## src/design/four_level_page_table_walker_unit_macros.svh

```systemverilog
// Assertion macros for the page table walker. Each macro checks an
// implication on the rising edge of clk, with the check held off in reset.
`ifndef FOUR_LEVEL_PAGE_TABLE_WALKER_UNIT_MACROS_SVH
`define FOUR_LEVEL_PAGE_TABLE_WALKER_UNIT_MACROS_SVH

`ifndef SYNTHESIS

// Same-cycle implication.
`define FPW_ASSERT_IMPL(label, ante, cons) \
    label: assert property (@(posedge clk) disable iff (!rst_n) (ante) |-> (cons)) \
        else $error("%m: check failed");

// Next-cycle implication.
`define FPW_ASSERT_NEXT(label, ante, cons) \
    label: assert property (@(posedge clk) disable iff (!rst_n) (ante) |=> (cons)) \
        else $error("%m: check failed");

`else

`define FPW_ASSERT_IMPL(label, ante, cons)
`define FPW_ASSERT_NEXT(label, ante, cons)

`endif

`endif

```

## src/design/fpw_pkg.sv

```systemverilog
package fpw_pkg;

    localparam int WORD_W    = 64;
    localparam int PHYS_W    = 52;
    localparam int VIRT_W    = 48;
    localparam int MIDX_W    = 14;
    localparam int IDX_W     = 9;
    localparam int OFFSET_W  = 12;
    // Word base of a table: a 64-bit entry shifted right by three.
    localparam int BASE_W    = 61;
    // Word base plus index, with room for the carry.
    localparam int SUM_W     = 62;

    localparam int LVL0_SHIFT = 39;
    localparam int LVL1_SHIFT = 30;
    localparam int LVL2_SHIFT = 21;
    localparam int LVL3_SHIFT = 12;

    localparam int ENTRY_PRESENT_BIT = 0;
    localparam int ENTRY_LARGE_BIT   = 7;

    localparam logic [WORD_W-1:0] MASK_RESET = 64'h000F_FFFF_FFFF_F000;

    typedef enum logic [1:0] {
        LVL_TOP    = 2'd0,
        LVL_SECOND = 2'd1,
        LVL_THIRD  = 2'd2,
        LVL_LEAF   = 2'd3
    } level_t;

    typedef enum logic [1:0] {
        OP_WRITE = 2'd0,
        OP_XLATE = 2'd1,
        OP_UNMAP = 2'd2,
        OP_SETFL = 2'd3
    } op_t;

    typedef enum logic [2:0] {
        ST_IDLE,
        ST_START,
        ST_WAIT,
        ST_READ,
        ST_FINISH
    } seq_state_t;

    typedef struct packed {
        logic we;
        logic re;
    } mem_ctl_t;

    typedef struct packed {
        logic idle;
        logic fin;
    } seq_status_t;

    typedef struct packed {
        logic              ok;
        logic [PHYS_W-1:0] phys_addr;
        logic [WORD_W-1:0] leaf_flags;
    } res_t;

endpackage

```

## src/design/fpw_addr_unit.sv

```systemverilog
module fpw_addr_unit
    import fpw_pkg::*;
#(
    parameter int MEM_WORDS = 16384,
    parameter int AW        = $clog2(MEM_WORDS)
)
(
    input  logic              clk,
    input  logic              rst_n,
    input  logic              start,
    input  logic [BASE_W-1:0] base_word,
    input  logic [MIDX_W-1:0] offset,
    output logic              done,
    output logic [AW-1:0]     addr
);

    localparam bit POW2 = (MEM_WORDS & (MEM_WORDS - 1)) == 0;

    logic [SUM_W-1:0] sum;

    assign sum = SUM_W'(base_word) + SUM_W'(offset);

    generate
        if (POW2)
        begin : g_mask
            // The word index wraps by dropping the high bits.
            assign done = start;
            assign addr = sum[AW-1:0];
        end
        else
        begin : g_recip
            // Reciprocal reduction: the quotient estimate floor(sum * RECIP / 2^62) is
            // at most one short, so one compare and subtract finishes the remainder.
            // A single 31 by 27 bit multiplier is shared over five steps.
            localparam int XL_W  = 31;
            localparam int RL_W  = 27;
            localparam int RH_W  = 26;
            localparam int PP_W  = XL_W + RL_W;
            localparam int ACC_W = 64;
            localparam int GAP   = XL_W - RL_W;
            localparam int QSH   = SUM_W - XL_W - RL_W;
            localparam logic [63:0]     RECIP     = (64'h1 << SUM_W) / 64'(MEM_WORDS);
            localparam logic [RL_W-1:0] RECIP_LO  = RECIP[RL_W-1:0];
            localparam logic [RH_W-1:0] RECIP_HI  = RECIP[RL_W +: RH_W];
            localparam logic [2:0]      LAST_STEP = 3'd5;

            logic             busy_reg;
            logic [2:0]       step_reg;
            logic [SUM_W-1:0] x_reg;
            logic [ACC_W-1:0] acc_reg;
            logic [AW:0]      rem_reg;
            logic [AW:0]      rem_fix;
            logic [XL_W-1:0]  mul_a;
            logic [RL_W-1:0]  mul_b;
            logic [PP_W-1:0]  prod;

            // Steps 0 to 3 form the partial products of sum * RECIP, low half
            // first; step 4 multiplies the quotient back by the depth.
            always_comb
            begin
                case (step_reg)
                    3'd0:
                    begin
                        mul_a = x_reg[XL_W-1:0];
                        mul_b = RECIP_LO;
                    end
                    3'd1:
                    begin
                        mul_a = x_reg[XL_W-1:0];
                        mul_b = RL_W'(RECIP_HI);
                    end
                    3'd2:
                    begin
                        mul_a = x_reg[SUM_W-1:XL_W];
                        mul_b = RECIP_LO;
                    end
                    3'd3:
                    begin
                        mul_a = x_reg[SUM_W-1:XL_W];
                        mul_b = RL_W'(RECIP_HI);
                    end
                    3'd4:
                    begin
                        mul_a = XL_W'(acc_reg[QSH +: AW+1]);
                        mul_b = RL_W'(MEM_WORDS);
                    end
                    default:
                    begin
                        mul_a = '0;
                        mul_b = '0;
                    end
                endcase
            end

            assign prod = PP_W'(mul_a) * PP_W'(mul_b);

            always_ff @(posedge clk or negedge rst_n)
            begin
                if (!rst_n)
                begin
                    busy_reg <= 1'b0;
                    step_reg <= '0;
                end
                else if (start)
                begin
                    busy_reg <= 1'b1;
                    step_reg <= '0;
                end
                else if (busy_reg)
                begin
                    if (step_reg == LAST_STEP)
                    begin
                        busy_reg <= 1'b0;
                    end
                    else
                    begin
                        step_reg <= step_reg + 3'd1;
                    end
                end
            end

            always_ff @(posedge clk)
            begin
                if (start)
                begin
                    x_reg <= sum;
                end
                else if (busy_reg)
                begin
                    case (step_reg)
                        3'd0:    acc_reg <= ACC_W'(prod);
                        3'd1:    acc_reg <= (acc_reg >> RL_W) + ACC_W'(prod);
                        3'd2:    acc_reg <= acc_reg + (ACC_W'(prod) << GAP);
                        3'd3:    acc_reg <= (acc_reg >> XL_W) + ACC_W'(prod);
                        3'd4:    rem_reg <= x_reg[AW:0] - prod[AW:0];
                        default: ;
                    endcase
                end
            end

            assign rem_fix = (rem_reg >= (AW+1)'(MEM_WORDS))
                           ? rem_reg - (AW+1)'(MEM_WORDS) : rem_reg;
            assign done    = busy_reg && (step_reg == LAST_STEP);
            assign addr    = rem_fix[AW-1:0];
        end
    endgenerate

endmodule

```

## config.mk

```make
export PLATFORM = sky130hd
export DESIGN_NAME = fpw_addr_unit
export DESIGN_NICKNAME = d
export VERILOG_FILES = /design/src/design/four_level_page_table_walker_unit_macros.svh /design/src/design/fpw_pkg.sv /design/src/design/fpw_addr_unit.sv
export SDC_FILE = /design/constraint.sdc
export NUM_CORES = 1
export LEC_CHECK = 0
export BUFFER_PORTS_ARGS = -buffer_cell sky130_fd_sc_hd__buf_4
export CELL_PAD_IN_SITES_DETAIL_PLACEMENT = 1
export CELL_PAD_IN_SITES_GLOBAL_PLACEMENT = 1
export CORE_MARGIN = 3
export CORE_UTILIZATION = 22
export DETAILED_ROUTE_END_ITERATION = 8
export PLACE_DENSITY = 0.95
export REMOVE_ABC_BUFFERS = 1
export SYNTH_ARGS = -nofsm -noshare
export SYNTH_HDL_FRONTEND = slang
export SYNTH_SLANG_ARGS = --single-unit
```

## constraint.sdc

```tcl
create_clock -name vclk -period 3.2
set_input_delay 0.16 -clock vclk [all_inputs]
set_output_delay 0.16 -clock vclk [all_outputs]
set_load 0.01 [all_outputs]
```

# ---- After elaboration in Yosys (flattened, before gate mapping)
# Index checks and enable logic that the tools add are counted.
dict set report word_totals {
  ff_bits 0
  input_bits 78
  output_inout_bits 15
  elab_cells 1
}
dict set report classes {
  addsub 1
}
# cell n
set op_table {}
lappend op_table {{14-bit adder} 1}

# ---- Logic depth before layout (Yosys ltp)
# Gate-level depths: netlist of run 1.
dict set report depth {
  ltp_word 1
  ltp_mapped 8
  ltp_nobuf 8
}

# ---- Worst setup path before layout of run 1
# OpenSTA, ideal clock, no wires.
dict set report synth_timing {
  path_type {input to output}
  startpoint {input port offset[0]}
  endpoint {output port addr[12]}
  arrival_time_ns 1.770
  t_required_ns 3.040
  path_slack_ns 1.270
  path_stages 8
  path_cell_list {ha_1 > inv_1 > fa_1 > and2b_1 > o2111ai_2 > a21o_1 > and2_4 > o311ai_2}
}
dict set report synth_via {
  elab_chain_cells 1
}
# element line
set synth_lines {}
lappend synth_lines {{start: declaration} fpw_addr_unit.sv:12} ;# input logic [MIDX_W-1:0] offset,
lappend synth_lines {{14-bit adder} fpw_addr_unit.sv:21} ;# assign sum = SUM_W'(base_word) + SUM_W'(offset);
lappend synth_lines {{end: declaration} fpw_addr_unit.sv:14} ;# output logic [AW-1:0] addr
# No other way between the ends.

# ---- Worst setup path in the final report of run 1
# Same ends and word-level chain as after synthesis.

==> impl_metrics.csv, run 1 <==
group,metric,value,unit
detailed_routing,drt_wl_total,2.259,mm
status,status,"complete, no violations",
synth,ys_seq_area_share,0,%
grt,grt_pass1_vias,952,
pwr,powerDensity,221.1,nW/um^2
detailed_routing,ant_nets,0,
die,core_area,3178,um^2
detailed_routing,wl_per_cell,11.64,um
worst_setup_path,crit_path_start_kind,"primary input",
synth,syn_inst,111,
pwr,p_leak,0.5493,nW
die,fp.dieH,64.66,um
cts,cts_resized,0,
placed_design,placedCellCount,194,
run,max_cap_viol_count,0,
sta,finalCritPeriodShare,69.49,%
placed_design,dp.final_hpwl,2.004,mm
worst_setup_path,crit_arrival,2.06,ns
worst_hold_path,min_path_type,"in -> out",
die,die_area,4181,um^2
detailed_routing,vias,926,
sta,rsz0062_at_grt,"false",
grt,track_usage,11.04,%
synth,yosysWarnings,0,
cells_and_area,clock_buffers,0,
sta,min_period,2.224,ns
grt,grt_start_max_net_pins,11,
worst_setup_path,crit_type,"in -> out",
die,num_io_pins,93,
detailed_routing,avgViaCountPerCell,4.773,
synth,synth_top_area_cell,"ha_1",
grt,antenna_found_initial,0,
sta,finalSetupTns,0,ns
cells_and_area,regArea,0,um^2
cells_and_area,multi_input_area,715.7,um^2
synth,synth.most_common_cell,"nor2_1",
worst_setup_path,cp_max_fo,3,
grt,grt_first_pass_wirelength,4.015,mm
synth,yosys-top-cells-area,"ha_1 21%, nor2_1 8.9%, xnor2_1 5.8%",
sta,worstMarginPinSlew,0.2832,ns
synth,syn_avg_cell_area,6.820,um^2
cts,cts_hold_buf,0,
sta,setup-violations-final,0,
detailed_routing,dr.pass1.iters,4,
synth,synth_top_area_share,21.49,%
sta,whs,0.3200,ns
detailed_routing,drt_iter0_markers,24,
cells_and_area,instances_no_fill,194,
cells_and_area,layout-drive-gt1-share,32.00,%
sta,slew_violations,0,
die,placementRows,20,
cts,post-cts-setup-buffers,0,
synth,syn_area,757.0,um^2
placed_design,gp_congestion,0.8173,
sta,slew-limit-headroom,80.99,%
worst_setup_path,endpoint_kind,"output port",
cells_and_area,area_growth,46.94,%
detailed_routing,drc,0,
placed_design,io_buffers,42,
pwr,vdd_ir_drop_max,0.06776,mV
worst_setup_path,required,3.04,ns
cells_and_area,diodes,0,
synth,synth_common_cells,"18 x nor2_1, 13 x ha_1, 8 x a21oi_1, 8 x nand2_1, 7 x inv_1",
sta,hold_violations,0,
sta,fmax,449.7,MHz
cells_and_area,fin_nets,244,
synth,synthDistinctLibCells,36,
grt,overflow,0,
die,die_x,64.66,um
cells_and_area,num-fill-cells,431,
cells_and_area,design.seq.count,0,
die,initial_core_util,23.82,%
[cell type report]
type                            count  share of cell area [%]
Inverter                            7                   2.362
Multi-Input combinational cell    101                   64.34
Tap cell                           44                   4.949
Timing Repair Buffer               42                   28.35
[cell usage in the layout, fill, tap and decap left out, types with 5 or more instances in the layout]
master and instances:
ha_1 13, a21oi_1 8, nor2_1 18, nand2_1 8, xnor2_1 5, buf_4 42, a21o_1 5, inv_1 7
[worst paths after layout]
kind / startpoint / end / slack, ns / cells past startpoint
hold / removal: start / done / 0.32 / 0
setup / recovery: offset[0] / addr[12] / 0.98 / 10
[through the flow]
step / total power, mW / area [um^2] / setup slack [ns] / utilization (%)
2_1_floorplan: 0.1451 / 742.0 / 1.270 / -
3_3_place_gp: 0.2429 / 1112 / 0.9886 / 35.00
3_5_place_dp: 0.2490 / 1112 / 0.9752 / 35.00
4_1_cts: 0.2501 / 1112 / 0.9630 / 35.00
5_1_grt: 0.2745 / 1112 / 0.8532 / 35.00
6_report: 0.2460 / 1112 / 0.9762 / 35.00
[cells by family after synthesis]
kind of cell / count (synthesis) / share of synthesized area, %
compound gates: 34 / 33.55
fa+ha+maj: 14 / 24.13
buf+inv: 10 / 5.456
xor+xnor: 6 / 6.942
simple gates: 47 / 29.92
[report_power, final]
part | switching [mW] | leakage [nW] | internal [mW] | total (mW)
combinational | 0.120 | 0.549 | 0.126 | 0.246
clock | 0 | 0 | 0 | 0
sequential | 0 | 0 | 0 | 0
total | 0.120 | 0.549 | 0.126 | 0.246
[metal layers]
metal  share of wire (%)  vias up  track usage, %  routed length, um
met1                  44      421           13.86                991
met4                   0        0               0                  0
met5                   0        -               0                  0
li1                    -      482               -                  -
met2                  51       23           21.13               1144
met3                 5.4        0           1.386                122
[worst max-delay path, stage by stage]
cell,delay (ns)
buf_4,0.08
ha_1,0.15
inv_1,0.05
fa_1,0.39
and2b_1,0.25
o2111ai_2,0.14
a21o_1,0.24
and2_4,0.18
o311ai_2,0.24
buf_4,0.17
Power figures use the tool's default switching activity.
==> inputs of run 2 (changes only) <==
ABC_AREA = 1   (was not set)
CORE_UTILIZATION = 20   (was 22)
PLACE_DENSITY = 0.92   (was 0.95)
clock period = 2.1 ns   (was 3.2 ns; I/O delays follow)
==> impl_metrics.csv, run 2 <==
group,metric,value,unit
cells_and_area,final_common_cell,"nand2_1",
synth,synth.most_common_cell,"nand2_1",
detailed_routing,wl_per_cell,10.71,um
worst_setup_path,max_stage_delay,0.41,ns
cells_and_area,design.seq.count,0,
detailed_routing,drt_iter0_markers,4,
synth,synth_common_cells,"50 x nand2_1, 25 x inv_1, 13 x ha_1",
die,num_io_pins,93,
synth,synth-compound-area-share,7.200,%
worst_setup_path,cp_max_fo,3,
worst_setup_path,endpoint_kind,"output port",
die,core_area,3716,um^2
synth,synthAdderAreaFrac,23.36,%
detailed_routing,ant_nets,0,
detailed_routing,drc,0,
cells_and_area,regArea,0,um^2
synth,synth_top_area_share,24.00,%
worst_setup_path,crit_path_start_kind,"primary input",
detailed_routing,drt_wl_total,2.484,mm
placed_design,io_buffers,42,
synth,synth-simple-area-share,46.56,%
worst_setup_path,required,2.00,ns
grt,antenna_found_initial,0,
grt,grt_start_max_net_pins,6,
cells_and_area,layout-drive-gt1-share,28.26,%
sta,setup-violations-final,0,
placed_design,dp.final_hpwl,2.372,mm
die,fp.dieH,68.53,um
run,max_cap_viol_count,0,
cts,cts_hold_buf,0,
cells_and_area,diodes,0,
sta,slew-limit-headroom,85.89,%
worst_setup_path,cp_cell_sequence,"buf_4 > ha_1 > inv_1 > fa_1 > inv_1 > nand3_1 > nand3_1 > nand3_1 > nand3_1 > nand2_1 > nand2_1 > buf_4",
cells_and_area,fin_area,1150,um^2
sta,finalCritPeriodShare,80.54,%
sta,fmax,591.3,MHz
synth,synth_top_area_cell,"nand2_1",
synth,syn_inst,143,
status,status,"complete, no violations",
grt,grt_pass1_vias,996,
worst_setup_path,crit_arrival,1.59,ns
grt,track_usage,10.77,%
synth,syn_avg_cell_area,5.469,um^2
grt,overflow,0,
synth,synth.area.mux_share,0,%
worst_hold_path,min_from,"start",
cells_and_area,fin_nets,278,
sta,final.setup.worst_slack,0.4087,ns
pwr,p_leak,0.6804,nW
synth,yosysWarnings,0,
cells_and_area,area_growth,47.04,%
cells_and_area,clock_buffers,0,
synth,synthDistinctLibCells,20,
worst_setup_path,slowest_stage,"fa_1",
synth,synth_top_family_by_area,"simple AND/OR/NAND/NOR gates",
sta,finalSetupTns,0,ns
sta,slew_violations,0,
cts,cts_resized,0,
pwr,p_total,0.3654,mW
detailed_routing,dr.pass1.iters,2,
synth,ys_seq_area_share,0,%
detailed_routing,vias,1006,
die,die_x,68.53,um
synth,yosys-top-cells-area,"nand2_1 24%, ha_1 21%, inv_1 12%",
detailed_routing,avgViaCountPerCell,4.336,
die,die_area,4696,um^2
die,initial_core_util,21.04,%
synth,synthXorXnorAreaFrac,8.960,%
cells_and_area,layout_common_cells,"50 x nand2_1, 42 x buf_4, 25 x inv_1",
cells_and_area,num-fill-cells,510,
placed_design,place_ws,0.3995,ns
pwr,powerDensity,317.8,nW/um^2
sta,worstMarginPinSlew,0.2117,ns
placed_design,gp_congestion,0.7904,
sta,rsz0062_at_grt,"false",
placed_design,dpl_cell_area,1150,um^2
pwr,vdd_ir_drop_max,0.08250,mV
die,placementRows,22,
worst_hold_path,min_path_type,"in -> out",
worst_setup_path,critPathLaunch,"offset[0]",
worst_setup_path,crit_path_frequent_cell,"nand3_1",
grt,grt_first_pass_wirelength,4.064,mm
sta,min_period,1.691,ns
synth,syn_area,782.0,um^2
sta,hold_violations,0,
worst_setup_path,crit_type,"in -> out",
cts,post-cts-setup-buffers,0,
-- run 2: final cells by class --
class / count / area [um^2] / share of cell area (%)
inverter: 27 / 101.3 / 8.814
multi-input combinational: 115 / 673.1 / 58.54
timing repair buffer: 42 / 315.3 / 27.42
tap: 48 / 60.06 / 5.223
-- run 2: power breakdown --
part | leakage (nW) | switching (mW) | total (mW) | internal [mW]
sequential | 0 | 0 | 0 | 0
combinational | 0.680 | 0.190 | 0.365 | 0.176
clock | 0 | 0 | 0 | 0
-- run 2: worst paths after layout --
check  cells after the start  slack [ns]  endpoint
max                       12        0.41  addr[12]
min                        0        0.21      done
-- run 2: cell families after synthesis --
group / after synthesis
buffers and inverters: 28
adder cells (fa/ha/maj): 14
AO/OA/AOI/OAI: 10
AND/OR/NAND/NOR: 83
XOR/XNOR: 8
-- run 2: layer usage --
layer	vias to the layer above	wire, um	global-route usage [%]
met5	-	0	0
met4	0	42	1.489
met3	4	36	0
met2	14	1429	21.81
met1	462	976	12.71
li1	526	-	-
-- run 2: metrics by stage --
stage | std cells | hold slack, ns | util, %
finish | 232 | 0.2101 | 30.94
global route | 232 | 0.2101 | 30.94
CTS | 232 | 0.2101 | 30.94
detailed placement | 232 | 0.2101 | 30.94
global placement | 232 | 0.2101 | 30.94
floorplan | 142 | 0.2100 | -
-- run 2: critical path: cells and delay by family --
kind / cells / cell delay [ns]
fa+ha+maj: 2 / 0.56
simple gates: 6 / 0.55
buf+inv: 4 / 0.38
