`src/design/four_level_page_table_walker_unit_macros.svh`:
```
// Assertion macros for the page table walker. Each macro checks an
// implication on the rising edge of clk, with the check held off in reset.
`ifndef FOUR_LEVEL_PAGE_TABLE_WALKER_UNIT_MACROS_SVH
`define FOUR_LEVEL_PAGE_TABLE_WALKER_UNIT_MACROS_SVH

`ifndef SYNTHESIS

// Same-cycle implication.
`define FPW_ASSERT_IMPL(label, ante, cons) \
    label: assert property (@(posedge clk) disable iff (!rst_n) (ante) |-> (cons)) \
        else $error("%m: check failed");

// Next-cycle implication.
`define FPW_ASSERT_NEXT(label, ante, cons) \
    label: assert property (@(posedge clk) disable iff (!rst_n) (ante) |=> (cons)) \
        else $error("%m: check failed");

`else

`define FPW_ASSERT_IMPL(label, ante, cons)
`define FPW_ASSERT_NEXT(label, ante, cons)

`endif

`endif

```
`src/design/fpw_pkg.sv`:
```
package fpw_pkg;

    localparam int WORD_W    = 64;
    localparam int PHYS_W    = 52;
    localparam int VIRT_W    = 48;
    localparam int MIDX_W    = 14;
    localparam int IDX_W     = 9;
    localparam int OFFSET_W  = 12;
    // Word base of a table: a 64-bit entry shifted right by three.
    localparam int BASE_W    = 61;
    // Word base plus index, with room for the carry.
    localparam int SUM_W     = 62;

    localparam int LVL0_SHIFT = 39;
    localparam int LVL1_SHIFT = 30;
    localparam int LVL2_SHIFT = 21;
    localparam int LVL3_SHIFT = 12;

    localparam int ENTRY_PRESENT_BIT = 0;
    localparam int ENTRY_LARGE_BIT   = 7;

    localparam logic [WORD_W-1:0] MASK_RESET = 64'h000F_FFFF_FFFF_F000;

    typedef enum logic [1:0] {
        LVL_TOP    = 2'd0,
        LVL_SECOND = 2'd1,
        LVL_THIRD  = 2'd2,
        LVL_LEAF   = 2'd3
    } level_t;

    typedef enum logic [1:0] {
        OP_WRITE = 2'd0,
        OP_XLATE = 2'd1,
        OP_UNMAP = 2'd2,
        OP_SETFL = 2'd3
    } op_t;

    typedef enum logic [2:0] {
        ST_IDLE,
        ST_START,
        ST_WAIT,
        ST_READ,
        ST_FINISH
    } seq_state_t;

    typedef struct packed {
        logic we;
        logic re;
    } mem_ctl_t;

    typedef struct packed {
        logic idle;
        logic fin;
    } seq_status_t;

    typedef struct packed {
        logic              ok;
        logic [PHYS_W-1:0] phys_addr;
        logic [WORD_W-1:0] leaf_flags;
    } res_t;

endpackage

```
`src/design/fpw_walk_ctrl.sv`:
```
module fpw_walk_ctrl
    import fpw_pkg::*;
#(
    parameter int MEM_WORDS = 16384,
    parameter int AW        = $clog2(MEM_WORDS)
)
(
    input  logic              clk,
    input  logic              rst_n,
    input  logic              in_take,
    input  logic [1:0]        op,
    input  logic [PHYS_W-1:0] root,
    input  logic [VIRT_W-1:0] virt,
    input  logic [WORD_W-1:0] new_flags,
    input  logic [MIDX_W-1:0] mem_index,
    input  logic [WORD_W-1:0] mem_data,
    input  logic [WORD_W-1:0] address_mask,
    output logic              unit_start,
    output logic [BASE_W-1:0] unit_base,
    output logic [MIDX_W-1:0] unit_offset,
    input  logic              unit_done,
    input  logic [AW-1:0]     unit_addr,
    output mem_ctl_t          mem_ctl,
    output logic [AW-1:0]     mem_addr,
    output logic [WORD_W-1:0] mem_wdata,
    input  logic [WORD_W-1:0] rd_data,
    output seq_status_t       status,
    output res_t              res,
    input  logic              res_take
);

    seq_state_t        state_reg, state_next;
    level_t            level_reg, level_next;
    level_t            level_succ;
    logic [AW-1:0]     addr_reg, addr_next;
    res_t              res_reg, res_next;
    op_t               op_reg;
    logic [PHYS_W-1:0] root_reg;
    logic [VIRT_W-1:0] virt_reg;
    logic [WORD_W-1:0] new_flags_reg;
    logic [MIDX_W-1:0] mem_index_reg;
    logic [WORD_W-1:0] mem_data_reg;
    logic [WORD_W-1:0] entry_masked;
    logic              walk_fail;
    logic              issue_addr;

    function automatic logic [IDX_W-1:0] level_index(input logic [VIRT_W-1:0] v,
                                                      input level_t l);
        case (l)
            LVL_TOP:    level_index = v[LVL0_SHIFT +: IDX_W];
            LVL_SECOND: level_index = v[LVL1_SHIFT +: IDX_W];
            LVL_THIRD:  level_index = v[LVL2_SHIFT +: IDX_W];
            LVL_LEAF:   level_index = v[LVL3_SHIFT +: IDX_W];
            default:    level_index = '0;
        endcase
    endfunction

    assign level_succ   = level_t'(level_reg + 2'd1);
    assign entry_masked = rd_data & address_mask;
    // Absent entry at any level, or a large page at the second or third level.
    assign walk_fail = !rd_data[ENTRY_PRESENT_BIT]
                     || ((level_reg == LVL_SECOND || level_reg == LVL_THIRD)
                         && rd_data[ENTRY_LARGE_BIT]);

    always_comb
    begin
        state_next  = state_reg;
        level_next  = level_reg;
        addr_next   = addr_reg;
        res_next    = res_reg;
        unit_start  = 1'b0;
        unit_base   = '0;
        unit_offset = '0;
        issue_addr  = 1'b0;
        mem_ctl     = '0;
        mem_addr    = addr_reg;
        mem_wdata   = '0;

        case (state_reg)
            ST_IDLE:
            begin
                if (in_take)
                begin
                    state_next = ST_START;
                    level_next = LVL_TOP;
                end
            end
            ST_START:
            begin
                unit_start = 1'b1;
                if (op_reg == OP_WRITE)
                begin
                    unit_offset = mem_index_reg;
                end
                else
                begin
                    unit_base   = BASE_W'(root_reg[PHYS_W-1:3]);
                    unit_offset = MIDX_W'(level_index(virt_reg, LVL_TOP));
                end
                if (unit_done)
                begin
                    issue_addr = 1'b1;
                end
                else
                begin
                    state_next = ST_WAIT;
                end
            end
            ST_WAIT:
            begin
                if (unit_done)
                begin
                    issue_addr = 1'b1;
                end
            end
            ST_READ:
            begin
                if (walk_fail)
                begin
                    res_next   = '0;
                    state_next = ST_FINISH;
                end
                else if (level_reg == LVL_LEAF)
                begin
                    res_next    = '0;
                    res_next.ok = 1'b1;
                    state_next  = ST_FINISH;
                    case (op_reg)
                        OP_XLATE:
                        begin
                            res_next.phys_addr  = entry_masked[PHYS_W-1:0]
                                                | PHYS_W'(virt_reg[OFFSET_W-1:0]);
                            res_next.leaf_flags = rd_data & ~address_mask;
                        end
                        OP_UNMAP:
                        begin
                            mem_ctl.we = 1'b1;
                        end
                        OP_SETFL:
                        begin
                            mem_ctl.we = 1'b1;
                            mem_wdata  = entry_masked | new_flags_reg;
                            mem_wdata[ENTRY_LARGE_BIT]   = 1'b0 | entry_masked[ENTRY_LARGE_BIT];
                            mem_wdata[ENTRY_PRESENT_BIT] = 1'b1;
                        end
                        default:
                        begin
                            res_next = res_reg;
                        end
                    endcase
                end
                else
                begin
                    level_next  = level_succ;
                    unit_start  = 1'b1;
                    unit_base   = entry_masked[WORD_W-1:3];
                    unit_offset = MIDX_W'(level_index(virt_reg, level_succ));
                    if (unit_done)
                    begin
                        issue_addr = 1'b1;
                    end
                    else
                    begin
                        state_next = ST_WAIT;
                    end
                end
            end
            ST_FINISH:
            begin
                if (res_take)
                begin
                    state_next = ST_IDLE;
                end
            end
            default:
            begin
                state_next = ST_IDLE;
            end
        endcase

        // A word address is ready: write the word, or fetch the next entry.
        if (issue_addr)
        begin
            addr_next = unit_addr;
            mem_addr  = unit_addr;
            if (op_reg == OP_WRITE)
            begin
                mem_ctl.we  = 1'b1;
                mem_wdata   = mem_data_reg;
                res_next    = '0;
                res_next.ok = 1'b1;
                state_next  = ST_FINISH;
            end
            else
            begin
                mem_ctl.re = 1'b1;
                state_next = ST_READ;
            end
        end
    end

    always_ff @(posedge clk or negedge rst_n)
    begin
        if (!rst_n)
        begin
            state_reg <= ST_IDLE;
            level_reg <= LVL_TOP;
        end
        else
        begin
            state_reg <= state_next;
            level_reg <= level_next;
        end
    end

    always_ff @(posedge clk)
    begin
        addr_reg <= addr_next;
        res_reg  <= res_next;
        if (in_take)
        begin
            op_reg        <= op_t'(op);
            root_reg      <= root;
            virt_reg      <= virt;
            new_flags_reg <= new_flags;
            mem_index_reg <= mem_index;
            mem_data_reg  <= mem_data;
        end
    end

    assign status.idle = (state_reg == ST_IDLE);
    assign status.fin  = (state_reg == ST_FINISH);
    assign res         = res_reg;

endmodule

```
`config.mk`:
```
export PLATFORM = sky130hd
export DESIGN_NAME = fpw_walk_ctrl
export DESIGN_NICKNAME = d
export VERILOG_FILES = /design/src/design/four_level_page_table_walker_unit_macros.svh /design/src/design/fpw_pkg.sv /design/src/design/fpw_walk_ctrl.sv
export SDC_FILE = /design/constraint.sdc
export NUM_CORES = 1
export LEC_CHECK = 0
export ABC_AREA = 1
export BUFFER_PORTS_ARGS = -buffer_cell sky130_fd_sc_hd__buf_4
export CORE_AREA = 2 2 262 264
export CTS_BUF_LIST = sky130_fd_sc_hd__clkbuf_16
export DETAILED_ROUTE_END_ITERATION = 12
export DIE_AREA = 0 0 264 266
export PLACE_DENSITY = 0.49
export SKIP_LAST_GASP = 1
export SLEW_MARGIN = 15
export SYNTH_ARGS = -nofsm -noshare
export SYNTH_HDL_FRONTEND = slang
export SYNTH_SLANG_ARGS = --single-unit
```
`constraint.sdc`:
```
create_clock -name clk -period 2.8 [get_ports clk]
set_clock_uncertainty 0.15 [all_clocks]
set_input_delay 0.28 -clock clk [delete_from_list [all_inputs] [get_ports clk]]
set_output_delay 0.28 -clock clk [all_outputs]
set_load 0.02 [all_outputs]
```
======== After elaboration in Yosys (flattened, before gate mapping) ========
Cells that the tools add are included.
storage, ports and cells
  memory bits (writable) .................. 0
  bits of input ports ..................... 391
  bits in read-only memories .............. 0
  memories kept ........................... 0
  bits in latches ......................... 0
  flip-flop bits (word level) ............. 380
  output and inout port bits .............. 275
operators by class
  shift-type cells ........................ 0
  multiplexer cells ....................... 49
  divide/modulo/power cells ............... 0
  reductions and logical operators ........ 13
  order comparisons ....................... 0
  equal/unequal tests ..................... 19
  $mul .................................... 0
  bitwise gates (word level) .............. 5
  add/subtract/negate cells ............... 1
operator list
  cell                                                              number
  117-bit 2-to-1 mux                                                5
  64-bit 2-to-1 mux                                                 6
  116-bit one-hot mux with 2 select lines                           1
  64-bit bitwise AND                                                2
  61-bit 2-to-1 mux                                                 2
  61-bit one-hot mux with 2 select lines                            1
  64-bit inverter                                                   1
  64-bit OR                                                         1
  52-bit by 12-bit OR with 52-bit output                            1
  49-bit 2-to-1 mux                                                 1
  9-bit one-hot mux with 4 select lines                             1
  14-bit 2-to-1 mux                                                 2
  14-bit one-hot mux with 2 select lines                            1
  3-bit 2-to-1 mux                                                  7
  9-bit 2-to-1 mux                                                  2
  3-bit one-hot mux with 5 select lines                             1
  2-bit == test (second input constant)                             6
  1-bit 2-to-1 mux                                                  12
  2-bit 2-to-1 mux                                                  4
  2-bit != test (second input constant)                             4
  2-bit by 1-bit == test with 1-bit output (second input constant)  3
  3-bit by 2-bit == test with 1-bit output (second input constant)  2
  2-bit zero test                                                   2
  1-bit one-hot mux with 2 select lines                             2
  15 further kinds                                                  17

======== Logic depth before layout (Yosys ltp) ========
  depth after elaboration ................. 8
  mapped depth ............................ 12
  depth with buffers taken out ............ 10

======== Worst setup path before layout ========
Ideal clock, no wire load.
  path kind ............................... register to output
  from .................................... register level_reg[0]
  to ...................................... output port unit_offset[0]
  arrival time ............................ 1.922 ns
  path slack .............................. 0.448 ns
  stages on the path, launching flop included .. 9
  path through ............................ dfrtp_1 > inv_1 > ha_1 > nand2_1 > nand2_1 > inv_1 > nand3_1 > clkbuf_1 > o21ai_0
on the way
  cells in the longest elaborated chain, start to end .. 6
RTL lines
  element                                                                     line                                       text
  start: declaration                                                          fpw_walk_ctrl.sv:33                        level_t level_reg, level_next;
  start signal: assignment                                                    fpw_walk_ctrl.sv:212                       level_reg <= level_next;
  2-bit by 1-bit adder with 2-bit output, or another cell as far along        fpw_walk_ctrl.sv:58                        assign level_succ = level_t'(level_reg + 2'd1);
  2-bit == test, or another cell as far along                                 fpw_walk_ctrl.sv:49                        case (l)
  9-bit one-hot mux with 4 select lines or 1-bit logical AND (tied branches)  fpw_walk_ctrl.sv:49, fpw_walk_ctrl.sv:63
  9-bit 2-to-1 mux or 1-bit logical OR (tied branches)                        fpw_walk_ctrl.sv:123, fpw_walk_ctrl.sv:62
  9-bit 2-to-1 mux *                                                          fpw_walk_ctrl.sv:118                       if (walk_fail)
  14-bit one-hot mux with 2 select lines *                                    fpw_walk_ctrl.sv:79                        case (state_reg)
  end: declaration                                                            fpw_walk_ctrl.sv:20                        output logic [MIDX_W-1:0] unit_offset,
Every way passes the cells marked *; elsewhere a longest branch is shown, timed or not.

======== Worst setup path in the final report ========
  from .................................... register level_reg[1]
  to ...................................... output port mem_wdata[62]
on the way
  cells in the longest elaborated chain, start to end .. 8
RTL lines
  element                                                                    line                  text
  2-bit by 1-bit == test with 1-bit output or 2-bit == test (tied branches)  fpw_walk_ctrl.sv:62   || ((level_reg == LVL_SECOND || level_reg == LVL_THIRD)
  1-bit logical OR                                                           fpw_walk_ctrl.sv:62
  1-bit logical AND                                                          fpw_walk_ctrl.sv:63   && rd_data[ENTRY_LARGE_BIT]);
  1-bit logical OR                                                           fpw_walk_ctrl.sv:62
  64-bit 2-to-1 mux                                                          fpw_walk_ctrl.sv:118
  64-bit 2-to-1 mux                                                          fpw_walk_ctrl.sv:79
  64-bit 2-to-1 mux                                                          fpw_walk_ctrl.sv:186  if (op_reg == OP_WRITE)
  64-bit 2-to-1 mux *                                                        fpw_walk_ctrl.sv:182  if (issue_addr)
  end: declaration                                                           fpw_walk_ctrl.sv:25   output logic [WORD_W-1:0] mem_wdata,
Marks and branches as above.

==> impl_metrics.toml <==
[route]
drc = 0
drt_iter0_drc = 999
vias_per_cell = 4.41
dr.pass1.iters = 7
wirelength_um = 73800
routedWlPerCell_um = 19.1
vias = 17000
ant_nets = 0

[final_layout]
drive_gt1_share_pct = 33.0
final_cell_mix = "buf_4, nand2_1, dlygate4sd3_1"
largest_reg_flops = 117
syn2layout_area_growth_pct = 75.2
final_area_sq_mm = 0.0287
ff_latch_area_sq_mm = 0.00993
final_common_cell = "buf_4"
n_fill_cell = 6666
multi_input_area_sq_mm = 0.00588
nets = 3330

[flow_run]
cap_violations = 0

[sta]
hold_violations = 0
fin_ws_ns = -0.00863
period_share_pct = 100
setup_viol = 1
drv_slew = 0
tightest_slew_ns = 0.682
max_freq_mhz = 356
relSlewSlack_pct = 54.5
rsz0062_at_grt = "yes"
hold_ws_ns = 0.0446
min_period_ns = 2.81

[placement]
dpl_cell_area_sq_mm = 0.0226
io_buffers = 660
dp_hpwl_um = 49100
gp_congestion = 0.899

[clock_tree]
htreeDepth = 2
cts_buffer_depth = 3
insertion_delay_ns = 0.58
clock-root-buffer = "clkbuf_16"
cts.sinks = 375
cts_made_buffers = 47
cts_tree = "done"
path_clk_slew_ns = 0.06

[synth]
synthFlopType = "edfxtp_1"
netlist_area_sq_mm = 0.0164
ys_ff_latch = 375
netlist_instances = 1855
async_reset_ff_share_pct = 1.33
seq_area_frac_synth_pct = 60.5
synth_warnings = 0
avgSynthCellArea_sq_um = 8.85
synth.distinct_cells = 28
synth_edf_count = 239
syn_nets = 2251

[global_route]
grt_start_max_net_pins = 76
overflow = 0
grt_pass1_vias = 17200
track_usage_pct = 19.7
grt_pass1_wl_um = 106000
antenna_found_initial = 6

[floorplanning]
core-area_sq_mm = 0.0677
die-area_sq_mm = 0.0702
row_count = 96
initial_core_util_pct = 24.2
die_x_um = 264
die_h_um = 266
io_pins = 666

[power_and_ir_drop]
power.density_mw_per_mm2 = 641
ir_drop_v = 0.000510
p_leak_nw = 13.4

[setup_path]
end_kind = "primary output"
cp_data_arrival_time_ns = 2.38
cp.required_ns = 2.37
cp-start-kind = "register"
critPathKind = "register to primary output"
critPathMaxFanout = 8

[hold_path]
holdCritPathClass = "input pin to register"

[run_status]
violations = "negative setup slack"
status = "finished with violations"
[worst paths after layout]
check	cells after the start	slack, ns	from	to
setup reg to reg	11	0.09	level_reg[1]$_DFFE_PN0P_	res[38]$_DFF_P_
setup / recovery	12	-0.009	level_reg[1]$_DFFE_PN0P_	mem_wdata[62]
min in group asynchronous	3	0.59	rst_n	level_reg[0]$_DFFE_PN0P_
hold / removal	6	0.04	address_mask[0]	res[64]$_DFF_P_
max in group asynchronous	3	1.69	rst_n	state_reg[0]$_DFFE_PN0P_
hold reg to reg	2	0.30	addr_reg[6]$_DFF_P_	addr_reg[6]$_DFF_P_
[area by class of cell]
class	count	area share, %
flip-flops and latches	375	34.5
repair buffers	1125	34.4
multi-input cells	1253	20.5
clock buffers	47	4.09
well taps	882	3.84
inverters	132	1.77
clock inverters	40	0.823
diodes	5	0.0435
[Yosys cell counts (7+ instances only)]
library cell	count	share of area, %
buf_2	31	0.95
nand3_1	198	6.0
clkbuf_1	50	1.1
nand2_1	538	12
nor2_1	209	4.8
inv_1	130	3.0
o21ai_0	151	4.6
or2_2	109	4.2
or2_1	7	0.27
edfxtp_1	239	44
buf_1	8	0.18
a21oi_1	21	0.64
dfxtp_1	131	16
[through the flow]
step                power [W]  setup WS, ns  TNS (ns)  std cells  utilization (%)
finish                 0.0184      -0.00863  -0.00863       3859             42.4
global route           0.0193        -0.139     -6.30       3858             42.4
CTS                    0.0184       -0.0612    -0.843       3840             41.8
detailed placement     0.0116        0.0532         0       3346             33.3
global placement       0.0116         0.117         0       3346             33.3
floorplan             0.00919         0.448         0       1855                -
[what timing repair did]
item | in CTS | in global routing
hold buffers | 390 | 0
setup endpoints to repair | 150 | 133
pin swaps | 4 | 6
resized for setup | 86 | 90
gates cloned | 4 | 5
hold endpoints to repair | 336 | 0
setup buffers | 13 | 10
[routing by layer]
layer	track usage (%)	up-vias	share of wire, %
met4	6.68	2	3.1
met3	4.11	124	6.4
li1	-	8214	-
met1	24.1	8046	41
met2	34.5	646	49
met5	0	-	0.016
[cell families (layout without fill, tap and decap cells)]
logic type,Yosys count,after routing,synth area share (%)
compound gates,175,175,5.35
fa+ha+maj,5,5,0.381
buf+inv,228,1344,5.71
flops,375,375,60.5
other cells,0,5,0
simple gates,1072,1073,28.1
[critical path, stage by stage (launching register included)]
cell and delay [ns]:
dfrtp_1 0.40, inv_2 0.09, ha_4 0.21, nand2_4 0.06
nand2_4 0.06, inv_4 0.07, nand3_4 0.14, nand2_8 0.17
buf_12 0.17, buf_6 0.12, nand3_2 0.05, o21ai_1 0.08
buf_4 0.16
[power by group]
| part | internal (W) | leakage [nW] | switching [W] |
|---|---|---|---|
| Combinational | 0.00271 | 9.14 | 0.00350 |
| Clock | 0.00323 | 0.753 | 0.00250 |
| Sequential | 0.00634 | 3.46 | 0.000170 |
| Total | 0.0123 | 13.4 | 0.00617 |
(Power assumes the default switching activity.)
